## src/tmvc_pkg.sv

```systemverilog
// shared types, operation table and helper functions for the mesh volume/centroid block
// no dependencies; used by tmvc_mac, tmvc_div and triangle_mesh_volume_centroid
package tmvc_pkg;

    localparam int COORD_W = 16;
    localparam int DIFF_W  = 17;
    localparam int OPA_W   = 35;
    localparam int OPB_W   = 19;
    localparam int PROD_W  = OPA_W + OPB_W;
    localparam int SQ_W    = 34;
    localparam int SUM_W   = 64;
    localparam int QUO_W   = 16;
    localparam int STEP_W  = 5;
    localparam logic [STEP_W-1:0] LAST_STEP = STEP_W'(27);

    typedef enum logic [3:0] {
        A_D1X, A_D1Y, A_D1Z, A_N0, A_N1, A_N2,
        A_SAB_X, A_SBC_X, A_SCA_X,
        A_SAB_Y, A_SBC_Y, A_SCA_Y,
        A_SAB_Z, A_SBC_Z, A_SCA_Z
    } a_sel_t;

    typedef enum logic [3:0] {
        B_D2X, B_D2Y, B_D2Z, B_AX, B_AY, B_AZ, B_SAME,
        B_HI_X, B_HI_Y, B_HI_Z, B_LO_X, B_LO_Y, B_LO_Z
    } b_sel_t;

    typedef enum logic [2:0] {
        M_LOAD, M_ADD, M_SUB, M_SHR, M_HOLD
    } acc_mode_t;

    typedef enum logic [3:0] {
        D_NONE, D_N0, D_N1, D_N2, D_SQX, D_SQY, D_SQZ, D_VOL, D_MX, D_MY, D_MZ
    } dst_t;

    typedef struct packed {
        a_sel_t    a_sel;
        b_sel_t    b_sel;
        acc_mode_t mode;
        dst_t      dst;
    } op_t;

    typedef struct packed {
        logic      mul_en;
        logic      acc_en;
        acc_mode_t mode;
    } mac_ctl_t;

    typedef enum logic [2:0] {
        S_IDLE, S_MUL, S_ACC, S_VDIV, S_CSTART, S_CWAIT, S_OUT
    } state_t;

    typedef struct packed {
        logic                    ovf;
        logic signed [SUM_W-1:0] sum;
    } sat_res_t;

    function automatic op_t op_cmd(input logic [STEP_W-1:0] step);
        op_t o;
        o = '{a_sel: A_D1X, b_sel: B_D2X, mode: M_HOLD, dst: D_NONE};
        unique case (step)
            5'd0:  o = '{A_D1Y, B_D2Z, M_LOAD, D_NONE};
            5'd1:  o = '{A_D1Z, B_D2Y, M_SUB,  D_N0};
            5'd2:  o = '{A_D1Z, B_D2X, M_LOAD, D_NONE};
            5'd3:  o = '{A_D1X, B_D2Z, M_SUB,  D_N1};
            5'd4:  o = '{A_D1X, B_D2Y, M_LOAD, D_NONE};
            5'd5:  o = '{A_D1Y, B_D2X, M_SUB,  D_N2};
            5'd6:  o = '{A_N0,  B_AX,  M_LOAD, D_NONE};
            5'd7:  o = '{A_N1,  B_AY,  M_ADD,  D_NONE};
            5'd8:  o = '{A_N2,  B_AZ,  M_ADD,  D_NONE};
            5'd9:  o = '{A_D1X, B_D2X, M_HOLD, D_VOL};
            5'd10: o = '{A_SAB_X, B_SAME, M_LOAD, D_NONE};
            5'd11: o = '{A_SBC_X, B_SAME, M_ADD,  D_NONE};
            5'd12: o = '{A_SCA_X, B_SAME, M_ADD,  D_SQX};
            5'd13: o = '{A_N0,  B_LO_X, M_SHR,  D_NONE};
            5'd14: o = '{A_N0,  B_HI_X, M_ADD,  D_NONE};
            5'd15: o = '{A_D1X, B_D2X,  M_HOLD, D_MX};
            5'd16: o = '{A_SAB_Y, B_SAME, M_LOAD, D_NONE};
            5'd17: o = '{A_SBC_Y, B_SAME, M_ADD,  D_NONE};
            5'd18: o = '{A_SCA_Y, B_SAME, M_ADD,  D_SQY};
            5'd19: o = '{A_N1,  B_LO_Y, M_SHR,  D_NONE};
            5'd20: o = '{A_N1,  B_HI_Y, M_ADD,  D_NONE};
            5'd21: o = '{A_D1X, B_D2X,  M_HOLD, D_MY};
            5'd22: o = '{A_SAB_Z, B_SAME, M_LOAD, D_NONE};
            5'd23: o = '{A_SBC_Z, B_SAME, M_ADD,  D_NONE};
            5'd24: o = '{A_SCA_Z, B_SAME, M_ADD,  D_SQZ};
            5'd25: o = '{A_N2,  B_LO_Z, M_SHR,  D_NONE};
            5'd26: o = '{A_N2,  B_HI_Z, M_ADD,  D_NONE};
            5'd27: o = '{A_D1X, B_D2X,  M_HOLD, D_MZ};
            default: o = '{A_D1X, B_D2X, M_HOLD, D_NONE};
        endcase
        return o;
    endfunction

    function automatic sat_res_t sat_add(input logic signed [SUM_W-1:0] a,
                                         input logic signed [SUM_W-1:0] b);
        logic signed [SUM_W:0] s;
        sat_res_t r;
        s = {a[SUM_W-1], a} + {b[SUM_W-1], b};
        r.ovf = s[SUM_W] != s[SUM_W-1];
        if (r.ovf)
        begin
            r.sum = s[SUM_W] ? {1'b1, {(SUM_W-1){1'b0}}} : {1'b0, {(SUM_W-1){1'b1}}};
        end
        else
        begin
            r.sum = s[SUM_W-1:0];
        end
        return r;
    endfunction

    function automatic logic [SUM_W-1:0] abs64(input logic signed [SUM_W-1:0] v);
        return v[SUM_W-1] ? SUM_W'(-v) : SUM_W'(v);
    endfunction

    // four steps of long division by six: {remainder, quotient nibble}
    function automatic logic [6:0] div6_nib(input logic [2:0] rem, input logic [3:0] nib);
        logic [3:0] r;
        logic [3:0] q;
        r = {1'b0, rem};
        q = '0;
        for (int i = 3; i >= 0; i--)
        begin
            r = {r[2:0], nib[i]};
            if (r >= 4'd6)
            begin
                r = r - 4'd6;
                q[i] = 1'b1;
            end
        end
        return {r[2:0], q};
    endfunction

endpackage

```

## src/tmvc_mac.sv

```systemverilog
// shared multiplier-accumulator: registered product, then a 64-bit accumulator
// depends on tmvc_pkg
module tmvc_mac (
    input  logic                                clk,
    input  logic                                rst_n,
    input  tmvc_pkg::mac_ctl_t                  ctl,
    input  logic signed [tmvc_pkg::OPA_W-1:0]   op_a,
    input  logic signed [tmvc_pkg::OPB_W-1:0]   op_b,
    output logic signed [tmvc_pkg::SUM_W-1:0]   acc,
    output logic signed [tmvc_pkg::SUM_W-1:0]   acc_next
);
    import tmvc_pkg::*;

    logic signed [PROD_W-1:0] prod_reg;
    logic signed [SUM_W-1:0]  acc_reg;
    logic signed [SUM_W-1:0]  prod_ext;
    logic signed [PROD_W-1:0] prod_shr;

    always_ff @(posedge clk)
    begin
        if (ctl.mul_en)
        begin
            prod_reg <= op_a * op_b;
        end
    end

    assign prod_ext = SUM_W'(prod_reg);
    assign prod_shr = prod_reg >>> 16;

    always_comb
    begin
        unique case (ctl.mode)
            M_LOAD:  acc_next = prod_ext;
            M_ADD:   acc_next = acc_reg + prod_ext;
            M_SUB:   acc_next = acc_reg - prod_ext;
            M_SHR:   acc_next = SUM_W'(prod_shr);
            M_HOLD:  acc_next = acc_reg;
            default: acc_next = acc_reg;
        endcase
    end

    always_ff @(posedge clk or negedge rst_n)
    begin
        if (!rst_n)
        begin
            acc_reg <= '0;
        end
        else if (ctl.acc_en)
        begin
            acc_reg <= acc_next;
        end
    end

    assign acc = acc_reg;

endmodule

```

## config.mk

```make
export PLATFORM = sky130hd
export DESIGN_NAME = tmvc_mac
export DESIGN_NICKNAME = d
export VERILOG_FILES = /design/src/tmvc_pkg.sv /design/src/tmvc_mac.sv
export SDC_FILE = /design/constraint.sdc
export NUM_CORES = 2
export LEC_CHECK = 0
export BUFFER_PORTS_ARGS = -buffer_cell sky130_fd_sc_hd__buf_4
export CORE_MARGIN = 2
export CORE_UTILIZATION = 60
export DETAILED_ROUTE_END_ITERATION = 8
export HOLD_SLACK_MARGIN = 0.08
export PLACE_DENSITY_LB_ADDON = 0.08
export SYNTH_ARGS = -nofsm -noshare
export SYNTH_HDL_FRONTEND = slang
export SYNTH_SLANG_ARGS = --single-unit
```

## constraint.sdc

```tcl
create_clock -name clk -period 7.2 [get_ports clk]
set_input_delay 0.72 -clock clk [delete_from_list [all_inputs] [get_ports clk]]
set_output_delay 0.72 -clock clk [all_outputs]
set_load 0.05 [all_outputs]
```

# Word-level counts from Yosys, hierarchy flattened
# Index checks and enable logic that the tools add are counted.
# word_totals
regBits,118
latchBits,0
ramBits,0
romBits,0
input_bits,61
out_inout_bits,128
word_cells,10
n_memories,0
# classes
n_addsub,2
mul,1
div_mod_pow,0
n_lt_le_gt_ge,0
eq_ne,3
n_shift,0
muxes,1
bitwise,0
reduce_logical,1
# op_table
op,count
64-bit one-hot mux with 4 select lines,1
64-bit by 54-bit adder with 64-bit output,1
64-bit by 54-bit subtractor with 64-bit output,1
35-bit by 19-bit multiplier with 54-bit output,1
3-bit by 2-bit == test with 1-bit output (second input constant),2
3-bit by 1-bit == test with 1-bit output (second input constant),1
3-bit logical NOT,1

# Logic depth before layout (Yosys ltp)
# depth
depth_word,2
mapped_depth,27
mapped_depth_nobuf,26

# Worst setup path after synthesis
# No wires, ideal clock.
# synth_timing
kind,input to register
from,input port op_a[14] in the netlist's numbering
to,register prod_reg[52] (data pin)
setup_ns,0.259
t_arrival_ns,7.103
t_required_ns,6.941
setup_slack_ns,-0.162
cell_stages,23
n_path_buf,2
cell_sequence,clkbuf_1 > clkbuf_1 > nand2_1 > fa_1 > fa_1 > fa_1 > inv_1 > fa_1 > fa_1 > fa_1 > fa_1 > ha_1 > nand3_1 > nor3_1 > o2111ai_1 > nand4_1 > a31oi_1 > o21a_1 > o311ai_0 > o211ai_1 > o311ai_0 > o211ai_1 > xnor2_1
# synth_via
elab_chain_len,1
# synth_lines
item,line_no,source
"start, declared",tmvc_mac.sv:7,"input logic signed [tmvc_pkg::OPA_W-1:0] op_a,"
35-bit by 19-bit multiplier with 54-bit output,tmvc_mac.sv:23,prod_reg <= op_a * op_b;
"end signal, assigned",tmvc_mac.sv:23,
"end, declared",tmvc_mac.sv:14,logic signed [PROD_W-1:0] prod_reg;
# No other way between the ends.
# A chain may end at the register's enable or synchronous reset.

# Worst setup path in the final report
# layout_timing
from,input port op_a[15] in the netlist's numbering
to,register prod_reg[47] (data pin)
# Same word-level chain as after synthesis.

==> flow_summary.yaml <==
synthesis:
  synth_area_um2: 33100
  syn_inst: 3772
  synth_cell_type_count: 75
  synth_flop_cell: "dfrtp_1"
  ys_ff_latch: 118
  avgSynthCellArea_um2: 8.76
  async_flop_share_pct: 54.2
  yosysSeqAreaShare_pct: 9.75
  yosys_warnings: 0
  synth_edf_count: 54
  syn_nets: 4684
critical_path:
  timing.rr.end: "acc[44]"
  crit_top_cell: "fa_1"
  worstSetupPathDepth: 26
  r2r_setup_slack_ps: 1480
  cp_top_family: "adder cells"
  slowest_stage: "fa_1"
  crit_required_ps: 7400
  cp_data_arrival_time_ps: 7200
  r2r_start: "prod_reg[5]"
  rr_worst_depth: 18
  cp-end-kind: "flip-flop"
  max_stage_delay_ps: 580
  crit_type: "input port to flip-flop"
  path_buf_inv: 6
  worst-path-max-fanout: 7
  critPathLaunchType: "input port"
routing:
  ant_nets: 0
  drt_pass1_iterations: 6
  drt_iter0_drc: 1954
  via_per_inst: 5.79
  num_vias: 27400
  wirelength_mm: 95.0
  drc: 0
  avgRoutedWirePerCell_um: 20.1
run_status:
  status: "finished clean"
clock_network:
  cts.clk_slew.worst_paths_ps: 50
  cts_buffers: 17
  clock-sinks: 118
  clk_latency_ps: 450
  htree_num_levels: 4
  cts_tree: "yes"
  root_buffer: "clkbuf_16"
  clk_path_buf_depth: 2
floorplan:
  die-area_um2: 57000
  fp.dieH_um: 239
  io_pins: 189
  core_um2: 54800
  initial_utilization_pct: 60.4
  die_x_um: 239
  num_rows: 86
sta:
  timing.final.crit_share_pct: 97.3
  setup_viol_count_final: 0
  holdWs_ps: 359
  fmax_mhz: 143
  setup_slack_ps: 198
  drv_slew: 0
  maxSlewHeadroom_pct: 40.0
  tightest_slew_ps: 901
  hold_viol: 0
  fin_crit_ps: 7000
  clock_skew_ps: 13.2
  rsz0062_at_grt: "yes"
final_layout:
  fillerInstances: 4432
  synthToLayoutAreaGrowth_pct: 12.4
  final_cell_mix: "649 x inv_1, 641 x fa_1, 518 x nand2_1"
  final_common_cell: "inv_1"
  antenna_cells: 0
  finalNetCount: 4932
  drive_gt1_share_pct: 13.0
  largest_reg_flops: 64
  fin_area_um2: 37100
global_routing:
  grt_antenna_before_repair: 2
  grt.total_usage_pct: 34.1
  grt_pass1_vias: 28400
  grt_overflow: 0
  grt_pass1_wl_mm: 152
  grt_start_max_net_pins: 65
min_path:
  hp-class: "input port to asynchronous set/reset pin"
placement:
  io_buffers: 188
  dpl_cell_area_um2: 36500
  dp_slack_ps: -289
  gp_congestion: 0.983
  dpl.hpwl_mm: 81.7
run:
  cap_violations: 0
==> logic make-up (layout without fill, tap and decap cells) <==
| kind of cell | after synthesis | after routing | share of synthesized area (%) |
|---|---|---|---|
| buf+inv | 860 | 1121 | 9.83 |
| compound gates | 614 | 614 | 11.7 |
| flops | 118 | 118 | 9.75 |
| mux | 26 | 26 | 0.855 |
| simple gates | 1134 | 1134 | 16.6 |
| fa+ha+maj | 851 | 851 | 46.8 |
| xor+xnor | 169 | 169 | 4.48 |
==> worst max path at each step <==
stage | start | slack, ps | end
floorplan | op_a[14] | -10 | prod_reg[52]
global placement | op_b[10] | -190 | prod_reg[52]
detailed placement | op_b[10] | -290 | prod_reg[52]
CTS | op_b[10] | 140 | prod_reg[52]
global route | op_b[1] | -120 | prod_reg[47]
finish | op_a[15] | 200 | prod_reg[47]
==> per-layer routing <==
| metal | GRT usage, % | share of wire, % |
|---|---|---|
| met5 | 0 | 0.014 |
| met4 | 10.4 | 2.7 |
| met3 | 5.48 | 7.9 |
| met2 | 55.6 | 47 |
| met1 | 47.2 | 42 |
==> through the flow <==
stage | setup TNS (ps) | utilization, % | cells
final | 0 | 67.8 | 4737
after global routing | -158 | 67.8 | 4737
after CTS | 0 | 67.7 | 4737
after detailed placement | -1710 | 66.6 | 4705
after global placement | -737 | 66.6 | 4705
after floorplan | -13.9 | - | 3772
==> what timing repair did <==
| item | 4_1_cts | 5_1_grt |
|---|---|---|
| setup buffers | 0 | 0 |
| setup endpoints to repair | 0 | 14 |
| hold buffers | 0 | 0 |
| resized for setup | 0 | 20 |
==> Yosys cell counts (all sizes together) (10+ instances only) <==
master	count	area (um2)
a211oi	17	133
a21o	48	360
a21oi	188	941
a221oi	27	236
a22oi	17	133
a31oi	27	169
and2	308	1930
and3	13	81.3
buf	15	75.1
clkbuf	195	733
dfrtp	64	1600
edfxtp	54	1620
fa	642	12900
ha	209	2620
inv	650	2440
mux2	18	203
nand2	518	1940
nand2b	21	131
nand3	36	180
nand4	28	190
nor2	124	465
nor2b	22	140
nor3	29	145
nor4	10	92.6
o211ai	15	113
o21a	13	97.6
o21ai	154	771
o21bai	28	210
o221ai	10	93.8
o31ai	11	82.6
xnor2	97	850
xor2	72	631
==> area by class of cell <==
| class | count | area (um2) | area share (%) |
|---|---|---|---|
| inverter | 650 | 2440 | 6.57 |
| timing repair buffer | 439 | 3320 | 8.95 |
| clock inverter | 5 | 33.8 | 0.0909 |
| sequential | 118 | 3220 | 8.68 |
| tap | 704 | 881 | 2.37 |
| multi-input combinational | 2794 | 26700 | 71.8 |
| clock buffer | 27 | 556 | 1.50 |
==> worst register-to-register path: cells and delay by family (launching register included) <==
family / cells / cell delay (ps)
flip-flops: 1 / 440
AO/OA/AOI/OAI: 9 / 2620
AND/OR/NAND/NOR: 5 / 1440
buffers and inverters: 1 / 220
XOR/XNOR: 2 / 440
adder cells (fa/ha/maj): 1 / 380
Power is left out: the tool's default activity adds up to more than one toggle a clock period on the data nets, which glitch-free logic cannot reach.
