`config.mk`:
```
export PLATFORM = sky130hd
export DESIGN_NAME = tmvc_div
export DESIGN_NICKNAME = d
export VERILOG_FILES = /design/src/tmvc_pkg.sv /design/src/tmvc_div.sv
export SDC_FILE = /design/constraint.sdc
export NUM_CORES = 1
export LEC_CHECK = 0
export ABC_CLOCK_PERIOD_IN_PS = 3190
export BUFFER_PORTS_ARGS = -buffer_cell sky130_fd_sc_hd__buf_2
export CELL_PAD_IN_SITES_DETAIL_PLACEMENT = 1
export CELL_PAD_IN_SITES_GLOBAL_PLACEMENT = 1
export CORE_MARGIN = 10
export CORE_UTILIZATION = 41
export CTS_CLUSTER_SIZE = 14
export DETAILED_ROUTE_END_ITERATION = 8
export HOLD_SLACK_MARGIN = 0.06
export PLACE_DENSITY_LB_ADDON = 0.1
export SLEW_MARGIN = 0
export SYNTH_ARGS = -nofsm -noshare
export SYNTH_HDL_FRONTEND = slang
export SYNTH_SLANG_ARGS = --single-unit
```
`constraint.sdc`:
```
create_clock -name clk -period 3.19 [get_ports clk]
set_input_delay 0.1595 -clock clk [delete_from_list [all_inputs] [get_ports clk]]
set_output_delay 0.1595 -clock clk [all_outputs]
set_load 0.02 [all_outputs]
```
`src/tmvc_pkg.sv`:
```
// shared types, operation table and helper functions for the mesh volume/centroid block
// no dependencies; used by tmvc_mac, tmvc_div and triangle_mesh_volume_centroid
package tmvc_pkg;

    localparam int COORD_W = 16;
    localparam int DIFF_W  = 17;
    localparam int OPA_W   = 35;
    localparam int OPB_W   = 19;
    localparam int PROD_W  = OPA_W + OPB_W;
    localparam int SQ_W    = 34;
    localparam int SUM_W   = 64;
    localparam int QUO_W   = 16;
    localparam int STEP_W  = 5;
    localparam logic [STEP_W-1:0] LAST_STEP = STEP_W'(27);

    typedef enum logic [3:0] {
        A_D1X, A_D1Y, A_D1Z, A_N0, A_N1, A_N2,
        A_SAB_X, A_SBC_X, A_SCA_X,
        A_SAB_Y, A_SBC_Y, A_SCA_Y,
        A_SAB_Z, A_SBC_Z, A_SCA_Z
    } a_sel_t;

    typedef enum logic [3:0] {
        B_D2X, B_D2Y, B_D2Z, B_AX, B_AY, B_AZ, B_SAME,
        B_HI_X, B_HI_Y, B_HI_Z, B_LO_X, B_LO_Y, B_LO_Z
    } b_sel_t;

    typedef enum logic [2:0] {
        M_LOAD, M_ADD, M_SUB, M_SHR, M_HOLD
    } acc_mode_t;

    typedef enum logic [3:0] {
        D_NONE, D_N0, D_N1, D_N2, D_SQX, D_SQY, D_SQZ, D_VOL, D_MX, D_MY, D_MZ
    } dst_t;

    typedef struct packed {
        a_sel_t    a_sel;
        b_sel_t    b_sel;
        acc_mode_t mode;
        dst_t      dst;
    } op_t;

    typedef struct packed {
        logic      mul_en;
        logic      acc_en;
        acc_mode_t mode;
    } mac_ctl_t;

    typedef enum logic [2:0] {
        S_IDLE, S_MUL, S_ACC, S_VDIV, S_CSTART, S_CWAIT, S_OUT
    } state_t;

    typedef struct packed {
        logic                    ovf;
        logic signed [SUM_W-1:0] sum;
    } sat_res_t;

    function automatic op_t op_cmd(input logic [STEP_W-1:0] step);
        op_t o;
        o = '{a_sel: A_D1X, b_sel: B_D2X, mode: M_HOLD, dst: D_NONE};
        unique case (step)
            5'd0:  o = '{A_D1Y, B_D2Z, M_LOAD, D_NONE};
            5'd1:  o = '{A_D1Z, B_D2Y, M_SUB,  D_N0};
            5'd2:  o = '{A_D1Z, B_D2X, M_LOAD, D_NONE};
            5'd3:  o = '{A_D1X, B_D2Z, M_SUB,  D_N1};
            5'd4:  o = '{A_D1X, B_D2Y, M_LOAD, D_NONE};
            5'd5:  o = '{A_D1Y, B_D2X, M_SUB,  D_N2};
            5'd6:  o = '{A_N0,  B_AX,  M_LOAD, D_NONE};
            5'd7:  o = '{A_N1,  B_AY,  M_ADD,  D_NONE};
            5'd8:  o = '{A_N2,  B_AZ,  M_ADD,  D_NONE};
            5'd9:  o = '{A_D1X, B_D2X, M_HOLD, D_VOL};
            5'd10: o = '{A_SAB_X, B_SAME, M_LOAD, D_NONE};
            5'd11: o = '{A_SBC_X, B_SAME, M_ADD,  D_NONE};
            5'd12: o = '{A_SCA_X, B_SAME, M_ADD,  D_SQX};
            5'd13: o = '{A_N0,  B_LO_X, M_SHR,  D_NONE};
            5'd14: o = '{A_N0,  B_HI_X, M_ADD,  D_NONE};
            5'd15: o = '{A_D1X, B_D2X,  M_HOLD, D_MX};
            5'd16: o = '{A_SAB_Y, B_SAME, M_LOAD, D_NONE};
            5'd17: o = '{A_SBC_Y, B_SAME, M_ADD,  D_NONE};
            5'd18: o = '{A_SCA_Y, B_SAME, M_ADD,  D_SQY};
            5'd19: o = '{A_N1,  B_LO_Y, M_SHR,  D_NONE};
            5'd20: o = '{A_N1,  B_HI_Y, M_ADD,  D_NONE};
            5'd21: o = '{A_D1X, B_D2X,  M_HOLD, D_MY};
            5'd22: o = '{A_SAB_Z, B_SAME, M_LOAD, D_NONE};
            5'd23: o = '{A_SBC_Z, B_SAME, M_ADD,  D_NONE};
            5'd24: o = '{A_SCA_Z, B_SAME, M_ADD,  D_SQZ};
            5'd25: o = '{A_N2,  B_LO_Z, M_SHR,  D_NONE};
            5'd26: o = '{A_N2,  B_HI_Z, M_ADD,  D_NONE};
            5'd27: o = '{A_D1X, B_D2X,  M_HOLD, D_MZ};
            default: o = '{A_D1X, B_D2X, M_HOLD, D_NONE};
        endcase
        return o;
    endfunction

    function automatic sat_res_t sat_add(input logic signed [SUM_W-1:0] a,
                                         input logic signed [SUM_W-1:0] b);
        logic signed [SUM_W:0] s;
        sat_res_t r;
        s = {a[SUM_W-1], a} + {b[SUM_W-1], b};
        r.ovf = s[SUM_W] != s[SUM_W-1];
        if (r.ovf)
        begin
            r.sum = s[SUM_W] ? {1'b1, {(SUM_W-1){1'b0}}} : {1'b0, {(SUM_W-1){1'b1}}};
        end
        else
        begin
            r.sum = s[SUM_W-1:0];
        end
        return r;
    endfunction

    function automatic logic [SUM_W-1:0] abs64(input logic signed [SUM_W-1:0] v);
        return v[SUM_W-1] ? SUM_W'(-v) : SUM_W'(v);
    endfunction

    // four steps of long division by six: {remainder, quotient nibble}
    function automatic logic [6:0] div6_nib(input logic [2:0] rem, input logic [3:0] nib);
        logic [3:0] r;
        logic [3:0] q;
        r = {1'b0, rem};
        q = '0;
        for (int i = 3; i >= 0; i--)
        begin
            r = {r[2:0], nib[i]};
            if (r >= 4'd6)
            begin
                r = r - 4'd6;
                q[i] = 1'b1;
            end
        end
        return {r[2:0], q};
    endfunction

endpackage

```
`src/tmvc_div.sv`:
```
// restoring divider: floor(um * 2^13 / us), 16 quotient bits, one bit a cycle
// depends on tmvc_pkg
module tmvc_div (
    input  logic                              clk,
    input  logic                              rst_n,
    input  logic                              start,
    input  logic [tmvc_pkg::SUM_W-1:0]        um,
    input  logic [tmvc_pkg::SUM_W-1:0]        us,
    output logic [tmvc_pkg::QUO_W-1:0]        quo,
    output logic                              big,
    output logic                              done
);
    import tmvc_pkg::*;

    localparam int R_W = SUM_W + 3;

    logic             busy_reg;
    logic [3:0]       cnt_reg;
    logic [R_W-1:0]   r_reg;
    logic [R_W-1:0]   dv_reg;
    logic [QUO_W-1:0] q_reg;
    logic             big_reg;
    logic             done_reg;

    logic [R_W-1:0]   dv_init;
    logic             too_big;
    logic [R_W:0]     r2;
    logic             ge;
    logic [R_W:0]     r2_sub;

    assign dv_init = {us, 3'b000};
    assign too_big = {3'b000, um} >= dv_init;
    assign r2      = {r_reg, 1'b0};
    assign ge      = r2 >= {1'b0, dv_reg};
    assign r2_sub  = r2 - {1'b0, dv_reg};

    always_ff @(posedge clk or negedge rst_n)
    begin
        if (!rst_n)
        begin
            busy_reg <= 1'b0;
            cnt_reg  <= '0;
            done_reg <= 1'b0;
        end
        else
        begin
            done_reg <= 1'b0;
            if (start)
            begin
                busy_reg <= 1'b1;
                cnt_reg  <= '0;
            end
            else if (busy_reg)
            begin
                cnt_reg <= cnt_reg + 4'd1;
                if (cnt_reg == 4'hf)
                begin
                    busy_reg <= 1'b0;
                    done_reg <= 1'b1;
                end
            end
        end
    end

    always_ff @(posedge clk)
    begin
        if (start)
        begin
            dv_reg  <= dv_init;
            big_reg <= too_big;
            r_reg   <= too_big ? '0 : {3'b000, um};
            q_reg   <= '0;
        end
        else if (busy_reg)
        begin
            r_reg <= ge ? r2_sub[R_W-1:0] : r2[R_W-1:0];
            q_reg <= {q_reg[QUO_W-2:0], ge};
        end
    end

    assign quo  = q_reg;
    assign big  = big_reg;
    assign done = done_reg;

endmodule

```
After elaboration in Yosys (flattened, before gate mapping)

Cells that the tools add are included.

Flip-flop bits (word level): 154
Output and inout port bits: 18
Logic and storage cells: 25
Input bits: 131

Equality and inequality tests: 1
Reductions and logical operators: 1
$add $sub $neg: 2
Mux-type cells: 12
Order comparisons: 2

Operators by type and width:

| cell                                                           | count |
|---|---|
| 67-bit 2-to-1 mux                                              | 3 |
| 68-bit by 67-bit greater-or-equal comparator with 1-bit output | 1 |
| 64-bit by 67-bit greater-or-equal comparator with 1-bit output | 1 |
| 67-bit subtractor                                              | 1 |
| 64-bit 2-to-1 mux                                              | 1 |
| 4-bit 2-to-1 mux                                               | 2 |
| 1-bit 2-to-1 mux                                               | 6 |
| 4-bit by 1-bit adder with 4-bit output (second input constant) | 1 |
| 4-bit == test (second input constant)                          | 1 |
| 2-bit nonzero test                                             | 1 |

Depth between registers and ports, before layout

Gate-level depths: netlist (run 1).

Depth in word-level cells: 4
Gate-level depth with buffers: 14
Gate-level depth less buffers: 13

Worst setup path after synthesis (run 1)

No wires, ideal clock.

Path kind: reg2reg
Start: reg r_reg[2]
End: reg r_reg[65] (data pin)
Required time: 2934 ps
Library setup time: 256 ps
Arrival: 2706 ps
Buffers on the path: 0
Stages on the path, launching flop included: 14
Path slack: 228 ps
Path through: edfxtp_1 -> inv_1 -> ha_1 -> inv_1 -> fa_1 -> a21o_1 -> a221oi_2 -> or4_1 -> nand2_1 -> a2111oi_4 -> nor4_1 -> nor3_1 -> xnor2_1 -> a22o_1

Longest elaborated chain between the ends: 4

RTL lines:

| what                                                                                                | RTL line                       | text |
|---|---|---|
| start, declared                                                                                     | tmvc_div.sv:19                 | `logic [R_W-1:0] r_reg;` |
| start signal, assigned                                                                              | tmvc_div.sv:71                 | `r_reg <= too_big ? '0 : {3'b000, um};` |
| start signal, assigned                                                                              | tmvc_div.sv:76                 | `r_reg <= ge ? r2_sub[R_W-1:0] : r2[R_W-1:0];` |
| 67-bit subtractor or 68-bit by 67-bit greater-or-equal comparator with 1-bit output (tied branches) | tmvc_div.sv:35, tmvc_div.sv:34 |  |
| 67-bit 2-to-1 mux (*)                                                                               | tmvc_div.sv:76                 |  |
| 67-bit 2-to-1 mux (*)                                                                               | tmvc_div.sv:74                 | `else if (busy_reg)` |
| 67-bit 2-to-1 mux (*)                                                                               | tmvc_div.sv:67                 | `if (start)` |

Mark *: on every way between the ends. The rest lies on a longest branch, timed or not. The select of a mux whose other input is x is not followed.
A chain may end at the register's enable or synchronous reset.

Worst setup path in the final report (run 1)

Start: reg r_reg[43]
End: reg r_reg[31] (data pin)

Longest elaborated chain between the ends: 4

RTL lines:

| what                                                           | RTL line       | text |
|---|---|---|
| 68-bit by 67-bit greater-or-equal comparator with 1-bit output | tmvc_div.sv:34 | `assign ge = r2 >= {1'b0, dv_reg};` |
| 67-bit 2-to-1 mux                                              | tmvc_div.sv:76 |  |
| 67-bit 2-to-1 mux                                              | tmvc_div.sv:74 |  |
| 67-bit 2-to-1 mux                                              | tmvc_div.sv:67 |  |

Every way passes these cells. The select of a mux whose other input is x is not followed.

==> flow_summary.json, run 1 <==
{
  "status": "finished, violations left",
  "violations": "negative setup slack",
  "wire_per_inst_um": 20.73,
  "synthXorXnorAreaFrac": 0.04463,
  "end_kind": "flop",
  "required_ns": 3.38,
  "portBuffers": 148,
  "ant_nets": 0,
  "use_met3": 0.04426,
  "synthFlopType": "edfxtp_1",
  "die_w_um": 190.9,
  "setup_viol": 5,
  "clkLatencyLatePin_ns": 0.46,
  "gp_congestion": 0.8986,
  "yosys.area.top_type": "edfxtp_1",
  "synthAdderAreaFrac": 0.1334,
  "yosysWarningCount": 0,
  "grt_pass1_wl_um": 67080,
  "yosysUniqueCellTypes": 84,
  "clock_skew_ns": 0.01184,
  "die_area_um2": 36430,
  "syn_to_final_growth_pct": 40.12,
  "crit_top_cell": "buf_12",
  "slowest_stage": "or4_4",
  "grt_antenna_before_repair": 0,
  "cts_sinks": 154,
  "synth.top_cells.by_count": "inv_1 (149), edfxtp_1 (132), ha_1 (126)",
  "async_flop_share": 0.03896,
  "coreArea_um2": 28780,
  "first_pass_iters": 5,
  "p_leak_nw": 7.790,
  "antennaDiodeCount": 0,
  "rows": 62,
  "cp.arrival_ns": 3.42,
  "worst_pin_slew_ns": 1.250,
  "fin_crit_ns": 3.233,
  "syn-num-nets": 1568,
  "drv_slew": 0,
  "grt_max_degree": 69,
  "track_usage": 0.2312,
  "ys_seq_area_frac": 0.3704,
  "first_global_vias": 12380,
  "ys_top_cells_by_area": "edfxtp_1 (33%), ha_1 (13%), inv_1 (4.7%)",
  "via_per_inst": 5.511,
  "cts_made_buffers": 17,
  "htreeDepth": 4,
  "critPathMaxStageDelay_ns": 0.55,
  "place_hpwl_um": 31550,
  "critPathLaunchType": "flop",
  "drc": 0,
  "largest_reg_flops": 67,
  "hp-class": "in -> reg",
  "gr-usage-met1": 0.3038,
  "grt_setup_unrepaired": "yes",
  "ios": 149,
  "synth_top_family_by_area": "compound AO/OA/AOI/OAI gates",
  "dr.first_iter.drc_count": 656,
  "top_usage_layer": "met2",
  "final_util": 0.5828,
  "gr-usage-met2": 0.3813,
  "setup_ws_ns": -0.04334,
  "vias": 11640,
  "total_power_mw": 14.17,
  "tritoncts": "yes",
  "synth_compound_area_frac": 0.2056,
  "synth.most_common_cell": "inv_1",
  "netlist_area_um2": 11970,
  "yosys_register_bits": 154,
  "crit_chain": "ha_4 -> nand2_4 -> nor3b_2 -> nand4_1 -> or4_4 -> nor4_4 -> a211o_2 -> a21o_4 -> buf_12 -> buf_12 -> mux2i_1 -> o21ai_1",
  "relSlewSlack": 0.1602,
  "crit_fanout": 8,
  "synth_top_area_share": 0.3311,
  "nFillCells": 3247,
  "drt-total-wl_um": 43790,
  "synth_edf_count": 132,
  "critical_path_class": "reg -> reg",
  "hold_viol_final": 0,
  "avgSynthCellArea_um2": 9.138,
  "p_per_area_nw_per_um2": 845.0,
  "synthCells": 1310,
  "die_height_um": 190.9,
  "synthMuxAreaShare": 0.04014,
  "synth-simple-area-share": 0.1347,
  "cts.path.max_buffers": 2,
  "ir_drop_v": 0.0004654,
  "drive_above_1_share": 0.2743,
  "cap_violations": 0,
  "num-nets-final": 1973,
  "cts_root_buffer": "clkbuf_16",
  "fmax_ghz": 0.3093,
  "post-route-period-util": 1.014,
  "grt-ovfl-total": 0,
  "initial_core_util": 0.4159,
  "path_clk_slew_ns": 0.07
}
[metrics by stage]
step	cell area, µm²	cells	hold WS (ns)	setup TNS (ns)	worst slack, ns
2_1_floorplan	11970	1310	-0.1361	0	0.2279
3_3_place_gp	14150	1933	-0.009002	-0.9471	-0.1741
3_5_place_dp	14150	1933	-0.004501	-3.810	-0.2367
4_1_cts	15960	2082	0.06136	-0.09393	-0.03833
5_1_grt	16770	2112	0.08109	-4.880	-0.1937
6_report	16770	2112	0.06587	-0.08826	-0.04334
[area by class of cell]
type / count / area, µm² / area share
multi-input cells: 947 / 7316 / 0.4362
flip-flops and latches: 154 / 4434 / 0.2644
repair buffers: 445 / 3437 / 0.2049
inverters: 150 / 563.0 / 0.03357
well taps: 384 / 480.5 / 0.02865
clock buffers: 18 / 430.4 / 0.02566
clock inverters: 14 / 111.4 / 0.006639
[worst paths after layout]
path                                start  slack (ns)  cells after the start   endpoint
worst min-delay path               um[63]        0.07                      3  r_reg[63]
max in group asynchronous           rst_n        2.32                      3   busy_reg
worst min register to register    quo[11]        0.53                      2    quo[11]
min in group asynchronous           rst_n        0.64                      3       done
worst max register to register  r_reg[43]       -0.04                     12  r_reg[31]
worst max-delay path            r_reg[43]       -0.04                     12  r_reg[31]
[metal layers]
layer	vias up	routed length (µm)
li1	5586	-
met1	5776	20180
met2	242	21040
met3	35	1891
met4	0	680
met5	-	0
[worst max-delay path: cells and delay by family, from the launching register on]
family / cells / cell delay (ns)
multiplexers: 1 / 0.21
adder cells (fa/ha/maj): 1 / 0.37
flip-flops: 1 / 0.46
buffers and inverters: 2 / 0.29
AND/OR/NAND/NOR: 5 / 1.20
AO/OA/AOI/OAI: 3 / 0.42
[report_power, final]
group	internal [mW]	switching, mW	total [mW]
clock	1.02	0.947	1.96
sequential	2.79	0.338	3.13
combinational	4.25	4.84	9.08
total	8.05	6.12	14.2
[cells in the final DEF, fill, tap and decap left out, drive strengths merged, types with 49 or more instances in the layout]
master / n
buf: 328
inv: 159
edfxtp: 132
ha: 126
nand2: 122
dlygate4sd3: 116
a21oi: 98
o21ai: 89
nor2: 78
a21o: 49
[what timing repair did]
action,in CTS,in global routing
gates resized for setup,16,115
endpoints found under the setup margin,41,69
endpoints found under the hold margin,125,0
pin swaps,6,49
cloned,0,1
setup buffers,1,29
hold buffers,116,0
[logic make-up after synthesis]
logic type,count (synthesis)
muxes,48
and+or+nand+nor,340
xor gates and xnor gates,61
AOI/OAI and AO/OA,371
buffers and inverters,209
DFF,154
adders and majority gates,127
Power figures use the tool's default switching activity.
==> run 2, diff against run 1 <==
--- a/config.mk
+++ b/config.mk
@@ -15,6 +15,7 @@
 export DETAILED_ROUTE_END_ITERATION = 8
 export HOLD_SLACK_MARGIN = 0.06
 export PLACE_DENSITY_LB_ADDON = 0.1
+export SKIP_CTS_REPAIR_TIMING = 1
 export SLEW_MARGIN = 0
 export SYNTH_ARGS = -nofsm -noshare
 export SYNTH_HDL_FRONTEND = slang
==> flow_summary.json, run 2 (synthesized netlist as in run 1, its figures left out) <==
{
  "fmax_ghz": 0.3067,
  "gp_congestion": 0.8986,
  "ir_drop_v": 0.0005697,
  "die_area_um2": 36430,
  "crit_fanout": 6,
  "drv_slew": 0,
  "clkLatencyLatePin_ns": 0.47,
  "antennaDiodeCount": 0,
  "p_per_area_nw_per_um2": 861.4,
  "critPathLaunchType": "flop",
  "required_ns": 3.37,
  "drt-total-wl_um": 43780,
  "portBuffers": 148,
  "track_usage": 0.2185,
  "cts_made_buffers": 17,
  "setup_viol": 9,
  "path_clk_slew_ns": 0.08,
  "initial_core_util": 0.4159,
  "cp.arrival_ns": 3.44,
  "syn_to_final_growth_pct": 39.68,
  "tritoncts": "yes",
  "num-nets-final": 1955,
  "via_per_inst": 5.596,
  "dr.first_iter.drc_count": 681,
  "worst_pin_slew_ns": 1.347,
  "place_hpwl_um": 31550,
  "largest_reg_flops": 67,
  "ios": 149,
  "post-route-period-util": 1.022,
  "htreeDepth": 4,
  "nFillCells": 3275,
  "grt_pass1_wl_um": 63220,
  "cts_root_buffer": "clkbuf_16",
  "relSlewSlack": 0.09222,
  "end_kind": "flop",
  "fin_crit_ns": 3.261,
  "cap_violations": 0,
  "layout_common_cells": "buf_4 (158), buf_2 (147), inv_1 (146)",
  "violations": "negative setup slack",
  "die_w_um": 190.9,
  "wire_per_inst_um": 20.91,
  "critical_path_class": "reg -> reg",
  "cts_sinks": 154,
  "hold_viol_final": 0,
  "cts.path.max_buffers": 2,
  "grt_max_degree": 69,
  "drc": 0,
  "placedCellCount": 1933,
  "clock_skew_ns": 0.01395,
  "grt-ovfl-total": 0,
  "setup_ws_ns": -0.07066,
  "total_power_mw": 14.40,
  "die_height_um": 190.9,
  "drive_above_1_share": 0.2842,
  "tns_ns": -0.1997,
  "first_pass_iters": 5,
  "p_leak_nw": 7.727,
  "vias": 11720,
  "ant_nets": 0,
  "hp-class": "in -> reg",
  "grt_setup_unrepaired": "yes",
  "fin_cells": 2094,
  "whs_ns": 0.04235,
  "final_common_cell": "buf_4",
  "coreArea_um2": 28780,
  "grt_antenna_before_repair": 0,
  "status": "finished, violations left",
  "rows": 62,
  "first_global_vias": 11650
}
run 2: stage by stage:
| stage | setup slack, ns | util | area, µm² |
|---|---|---|---|
| 2_1_floorplan | 0.2279 | - | 11970 |
| 3_3_place_gp | -0.1741 | 0.4918 | 14150 |
| 3_5_place_dp | -0.2367 | 0.4918 | 14150 |
| 4_1_cts | -0.1720 | 0.5106 | 14700 |
| 5_1_grt | -0.2118 | 0.5809 | 16720 |
| 6_report | -0.07066 | 0.5809 | 16720 |
run 2: final timing paths:
check                             end     start  slack (ns)  depth (start not counted)
max                         r_reg[31]  r_reg[7]       -0.07                         14
min                         r_reg[53]    um[53]        0.04                          3
min in group asynchronous        done     rst_n        0.64                          3
min reg2reg                   quo[15]   quo[15]        0.51                          2
max reg2reg                 r_reg[31]  r_reg[7]       -0.07                         14
max in group asynchronous  cnt_reg[2]     rst_n        2.32                          3
run 2: cell type report:
| class | count | area, µm² | area share |
|---|---|---|---|
| clock buffer | 18 | 430.4 | 0.02574 |
| clock inverter | 14 | 111.4 | 0.006660 |
| inverter | 150 | 563.0 | 0.03368 |
| multi-input combinational | 947 | 7422 | 0.4439 |
| sequential | 154 | 4434 | 0.2652 |
| tap | 384 | 480.5 | 0.02874 |
| timing repair buffer | 427 | 3278 | 0.1961 |
run 2: per-layer routing:
layer | share of wire | track usage | wire length, µm | vias to the layer above
met5 | 0 | 0 | 0 | -
met4 | 0.014 | 0.06057 | 594 | 0
met3 | 0.043 | 0.04426 | 1869 | 36
met2 | 0.49 | 0.3487 | 21250 | 279
met1 | 0.46 | 0.2933 | 20060 | 5840
li1 | - | - | - | 5562
run 2: worst max-delay path, cell delays in order, from the launching register on:
cell and delay, ns:
edfxtp_1 0.47, ha_4 0.31, buf_4 0.12, buf_4 0.12, o21ai_0 0.08, nand2b_1 0.15
o211ai_2 0.13, o211ai_2 0.31, a31oi_2 0.17, o21ai_2 0.26, a21o_4 0.22, buf_12 0.15
buf_4 0.11, mux2i_1 0.24, o21ai_1 0.12
run 2: where the power goes:
part | internal (mW) | total (mW) | switching [mW]
combinational | 4.35 | 9.29 | 4.94
clock | 1.02 | 1.97 | 0.956
sequential | 2.79 | 3.14 | 0.349
total | 8.15 | 14.4 | 6.25
